[config.mk]
export PLATFORM = sky130hd
export DESIGN_NAME = rpj_div_lane
export DESIGN_NICKNAME = d
export VERILOG_FILES = /design/src/hw/rtl/rpj_pkg.sv /design/src/hw/rtl/rpj_div_lane.sv
export SDC_FILE = /design/constraint.sdc
export NUM_CORES = 2
export LEC_CHECK = 0
export BUFFER_PORTS_ARGS = -buffer_cell sky130_fd_sc_hd__buf_4
export CORE_UTILIZATION = 62
export CTS_BUF_LIST = sky130_fd_sc_hd__clkbuf_16
export DETAILED_ROUTE_END_ITERATION = 12
export PLACE_DENSITY = 0.8
export SLEW_MARGIN = 20
export SYNTH_ARGS = -nofsm -noshare
export SYNTH_HDL_FRONTEND = slang
export SYNTH_SLANG_ARGS = --single-unit
[constraint.sdc]
create_clock -name clk_i -period 5.55 [get_ports clk_i]
set_input_delay 1.11 -clock clk_i [delete_from_list [all_inputs] [get_ports clk_i]]
set_output_delay 1.11 -clock clk_i [all_outputs]
set_load 0.1 [all_outputs]
[src/hw/rtl/rpj_pkg.sv]
// shared types and constants of the rigid 3d point jacobian block
package rpj_pkg;

  // quotient bits of the rotation rows, one bit per divider stage
  localparam int unsigned DivBits = 31;
  // register stages ahead of the divider
  localparam int unsigned PreStages = 4;
  // stages from an accepted beat to the last divider stage
  localparam int unsigned PipeDepth = PreStages + DivBits;

  typedef enum logic [2:0] {
    CfgQuatX  = 3'd0,
    CfgQuatY  = 3'd1,
    CfgQuatZ  = 3'd2,
    CfgQuatW  = 3'd3,
    CfgCenter = 3'd4,
    CfgTrans  = 3'd5
  } cfg_idx_e;

  typedef struct packed {
    logic signed [15:0] point_z;
    logic signed [15:0] point_y;
    logic signed [15:0] point_x;
  } point_t;

  typedef struct packed {
    logic signed [31:0] jac_scale_z;
    logic signed [31:0] jac_scale_y;
    logic signed [31:0] jac_scale_x;
    logic signed [31:0] jac_qz_z;
    logic signed [31:0] jac_qz_y;
    logic signed [31:0] jac_qz_x;
    logic signed [31:0] jac_qy_z;
    logic signed [31:0] jac_qy_y;
    logic signed [31:0] jac_qy_x;
    logic signed [31:0] jac_qx_z;
    logic signed [31:0] jac_qx_y;
    logic signed [31:0] jac_qx_x;
  } result_t;

  // one divider lane stage: sign, overflow, partial remainder, dividend bits, quotient
  typedef struct packed {
    logic                 neg;
    logic                 ovf;
    logic [15:0]          rem;
    logic [DivBits-1:0]   lo;
    logic [DivBits-1:0]   quo;
  } div_t;

endpackage

[src/hw/rtl/rpj_div_lane.sv]
// pipelined restoring divider lane, one quotient bit per stage, signed saturated result
module rpj_div_lane (
  input  logic              clk_i,
  input  rpj_pkg::div_t     div_i,
  input  logic [14:0]       den_i,
  output logic signed [31:0] quot_o
);

  rpj_pkg::div_t st_q [rpj_pkg::DivBits];
  rpj_pkg::div_t st_d [rpj_pkg::DivBits];

  function automatic rpj_pkg::div_t div_step(rpj_pkg::div_t s, logic [14:0] den);
    rpj_pkg::div_t r;
    logic [15:0]   sh;
    logic          ge;
    r   = s;
    sh  = {s.rem[14:0], s.lo[rpj_pkg::DivBits-1]};
    ge  = (sh >= {1'b0, den});
    r.rem = ge ? (sh - {1'b0, den}) : sh;
    r.lo  = {s.lo[rpj_pkg::DivBits-2:0], 1'b0};
    r.quo = {s.quo[rpj_pkg::DivBits-2:0], ge};
    return r;
  endfunction

  for (genvar k = 0; k < rpj_pkg::DivBits; k++) begin : g_stage
    if (k == 0) begin : g_first
      assign st_d[k] = div_step(div_i, den_i);
    end else begin : g_next
      assign st_d[k] = div_step(st_q[k-1], den_i);
    end
    always_ff @(posedge clk_i) begin
      st_q[k] <= st_d[k];
    end
  end

  // quotient below 2^31 unless flagged, so negation cannot wrap
  always_comb begin
    if (st_q[rpj_pkg::DivBits-1].ovf) begin
      quot_o = st_q[rpj_pkg::DivBits-1].neg ? 32'sh8000_0000 : 32'sh7fff_ffff;
    end else if (st_q[rpj_pkg::DivBits-1].neg) begin
      quot_o = -$signed({1'b0, st_q[rpj_pkg::DivBits-1].quo});
    end else begin
      quot_o = $signed({1'b0, st_q[rpj_pkg::DivBits-1].quo});
    end
  end

endmodule

Word level (Yosys, flattened, before mapping):

Memory sizes are Yosys's and may differ from the RTL's.
Cells that the tools add are included.

* add/sub/neg operators: 32
* $lt $le $gt $ge: 31
* muxes and demuxes: 34

Operator list (count)
* 16-bit by 15-bit >= comparator with 1-bit output: 31
* 16-bit two-way mux: 31
* 16-bit by 15-bit subtractor with 16-bit output: 31
* 32-bit two-way mux: 3
* 31-bit negator with 32-bit output: 1

* flip-flop bits (word level): 0
* bits in writable memories: 2449
* output and inout port bits: 32
* logic and storage cells: 98
* memories kept: 1

Memory list
* st_q: depth 31, bits a word 79, rd ports 31, clocked after Yosys merged registers in 0, write ports 31, line rpj_div_lane.sv:9 `rpj_pkg::div_t st_q [rpj_pkg::DivBits];`

Logic depth before layout (Yosys ltp):

An unclocked memory read counts as a cell.

* word-level depth: 4
* depth in mapped cells: 13
* gate-level depth less buffers: 11

Worst setup path before layout:

No wires, ideal clock.

* path kind: reg-to-output
* from: memory st_q[1][1106] in the netlist's numbering
* to: output quot_o[28]
* arrival time: 4.071 ns
* setup slack: 0.369 ns
* stages on the path, launching flop included: 11
* buffers on the path: 0
* cells stage by stage: dfxtp_1 inv_1 ha_1 or3b_2 or4_1 or4_4 nor3_4 nand2b_1 nor3_1 mux2i_1 o22ai_1

RTL lines
* start, declared: line rpj_div_lane.sv:9
* end, declared: line rpj_div_lane.sv:6 `output logic signed [31:0] quot_o`

==> metrics.md <==
| Metric | Value |
|---|---|
| RD Place Congestion | `0.913` |
| Power density normalized to cell area | `703 mW/mm²` |
| Number of max-slew violations in the final report | `0` |
| Via count of the first global-routing pass | `39.5k` |
| Width of the chip | `304 µm` |
| Layout cell share with drive strength beyond 1 | `11.6%` |
| RSZ-0062 raised after global routing | `false` |
| Clock Tree Root | `clkbuf_16` |
| Source of the worst hold timing path | `st_q[0][637]$_DFF_P_` |
| Floorplan die area | `0.0927 mm²` |
| Register ranked first by flip-flop count | `st_q` |
| WL final | `125,000 µm` |
| P_leak | `27.6 nW` |
| Y dimension of the die | `304 µm` |
| Share of the yosys chip area belonging to registers | `52.0%` |
| Category of the worst setup path capture point | `output port` |
| Arrival time of the worst setup path | `4170 ps` |
| Antenna cell count | `0` |
| Setup skew after layout | `45.9 ps` |
| Fraction of synthesis flops using an asynchronous set or reset pin | `0%` |
| Count of final setup violators | `0` |
| Dpl cells | `6,563` |
| Dominant cells by area after synthesis | `dfxtp_1, ha_1, mux2_2, o21ai_0, xnor2_1` |
| Switching Power | `16.3 mW` |
| Number of enable-type register cells in the synthesized netlist | `0` |
| # hold bufs at CTS | `0` |
| CTS tree | `built` |
| Cells after Synth | `5,334` |
| Setup total negative slack | `0 ps` |
| Netlist cell types | `83` |
| Clock transition at the registers of the reported paths | `70 ps` |
| Hold Path Depth | `0` |
| Final number of hold-violating endpoints | `0` |
| Setup bufs post-CTS | `0` |
| Worst hold path class | `flop to flop` |
| Maximum frequency from static timing analysis | `189 MHz` |
| Result of the run | `completed` |
| CORE AREA | `0.0903 mm²` |
| Clock H-tree levels | `4` |
| Post-synth top area cell | `dfxtp_1` |
| Clock latency reported for the late side of the worst-skew pair | `780 ps` |
| Number of buffers inserted by port buffering | `95` |
| Cell area after synthesis | `0.0567 mm²` |
| Combinational Power Share | `42.0%` |
| Maximum number of buffers from clock root to sink | `3` |
| Number of vias after detailed routing | `39.5k` |
| Post-synthesis net count | `5,926` |
| Half-perimeter wire length of the detailed placement result | `81,300 µm` |
| Routed vias/inst | `5.80` |
| Initial antenna violation count | `0` |
| Number of cells upsized or downsized after cts | `0` |
| Effective utilization at floorplan | `62.8%` |
| Gr ovfl total | `0` |
| Number of flip-flops under the largest register name | `1,473` |
| Share of total power in the clock network | `21.8%` |
| Max-cap violations | `0` |
| Main synth FF type | `dfxtp_1` |
| Clock buffer count from CTS | `140` |
| Worst flop-to-flop path endpoint | `st_q[1][233]$_DFF_P_` |
| Top-area cell type share of the netlist area | `52.0%` |
| Setup CP Type | `flop to output port` |
| Fill cell count | `6,271` |
| Area taken by flip-flops and latches | `0.0295 mm²` |
| Worst voltage drop across the vdd grid | `0.383 mV` |
| Synthesis-stage register bit count | `1,473` |
| Number of cells on the worst reg-to-reg path | `11` |
| Switching Fraction | `36.3%` |
| Time the worst path needs with I/O delays and setup | `5280 ps` |
| Mean routed wirelength per cell | `18.3 µm` |
| Transition time at the pin with the least slew margin | `1090 ps` |
| Final Non-Filler Cells | `6,812` |
| Global-route wire length before repair | `199,000 µm` |
| Number of placement rows | `110` |
| Worst reg2reg startpoint | `st_q[1][139]$_DFF_P_` |
| Area used by multi-input combinational logic | `0.0262 mm²` |
| Worst slew margin relative to its limit | `27.4%` |
| Nets | `6,121` |
| Pin count of the biggest net entering global routing | `58` |
| Number of detailed-routing iterations run before antenna repair | `6` |
| Average instance area after synthesis | `10.6 µm²` |
| Flop2flop setup slack | `2280 ps` |
| Cell with the most instances after synthesis | `dfxtp_1` |
| Total internal power | `28.6 mW` |
| Post-DRT Antenna Nets | `0` |
| DRC violation total after the first TritonRoute iteration | `2,911` |
| Area added between synthesis and finish | `12.8%` |
| Part of the total power dissipated in sequential elements | `36.2%` |
| Clock sinks | `1,473` |
| Hold Crit Endpoint | `st_q[0][717]$_DFF_P_` |
| Total number of yosys warnings | `0` |
| Top cell types by occurrence after synthesis | `dfxtp_1, ha_1, o21ai_0` |
| DRC violation count after routing | `0` |
| Final cycle utilization of the critical path | `95.2%` |
| Required time at the worst-slack endpoint | `4440 ps` |
| Critical Path Start | `st_q[1][1106]$_DFF_P_` |
| Critical Path Fanout Max | `7` |
| Total global routing track utilization | `26.7%` |
| Setup crit start kind | `flop` |
| I/O Pins | `128` |
| Largest registers in the final layout | `st_q: 1473 flops` |
-- worst max path at each step --
stage,end,depth (start not counted)
2_1_floorplan,quot_o[28],10
3_3_place_gp,st_q[1][233]$_DFF_P_,11
3_5_place_dp,st_q[0][536]$_DFF_P_,13
4_1_cts,quot_o[28],11
5_1_grt,quot_o[28],11
6_report,quot_o[28],11
-- metrics by stage --
step	instance area (µm²)	hold WS, ps	setup slack, ps	power [mW]	util, %
3_3_place_gp	59100	310	939	34.0	65.5
2_1_floorplan	56700	310	369	30.4	-
3_5_place_dp	59100	312	863	34.6	65.5
5_1_grt	64000	310	55.3	47.9	70.8
4_1_cts	64000	304	241	44.9	70.8
6_report	64000	309	267	44.9	70.8
-- worst max-delay path, stage by stage, from the launching register on --
cell and delay (ps):
dfxtp_1 340, inv_1 60, ha_1 200, or3b_2 520, or4_1 470, or4_4 490
nor3_4 340, nand2b_1 160, nor3_1 200, mux2i_1 100, o22ai_1 190, buf_4 330
-- cells in the final DEF, fill, tap and decap left out, drive strengths merged, types with 141 or more instances in the layout --
cell type,instances
a21oi,325
buf,163
nand2,290
ha,466
nor2,332
mux2,225
inv,219
xnor2,186
o21ai,398
clkbuf,141
dfxtp,1473
-- routing by layer --
| metal | share of wire, % | global-route usage (%) | up-vias |
|---|---|---|---|
| met5 | 0 | 0 | - |
| li1 | - | - | 19400 |
| met4 | 5.9 | 16.0 | 0 |
| met3 | 5.0 | 4.68 | 459 |
| met1 | 39 | 29.5 | 18400 |
| met2 | 50 | 47.7 | 1220 |
-- cell families (layout without fill, tap and decap cells) --
logic type	Yosys count	in the layout	share of synthesized area, %
AND/OR/NAND/NOR	1160	1160	10.0
AO/OA/AOI/OAI	1338	1338	14.9
buffers and inverters	303	605	2.01
multiplexers	263	263	5.14
flip-flops	1473	1473	52.0
adder cells (fa/ha/maj)	496	496	11.3
XOR/XNOR	301	301	4.65
-- power groups by stage --
stage	logic (mW)	clock network, mW	registers (mW)
global placement	17.8	0	16.2
CTS	18.6	10.0	16.3
floorplan	14.9	0	15.5
finish	18.9	9.81	16.3
detailed placement	18.2	0	16.4
global route	20.9	10.5	16.5
-- final cells by class --
class | instances | area share [%]
repair buffers | 163 | 2.03
clock buffers | 141 | 5.52
multi-input cells | 3558 | 40.9
flip-flops and latches | 1473 | 46.1
inverters | 193 | 1.13
well taps | 1176 | 2.30
clock inverters | 108 | 2.03
No activity file was read; power rests on OpenSTA's default activity.
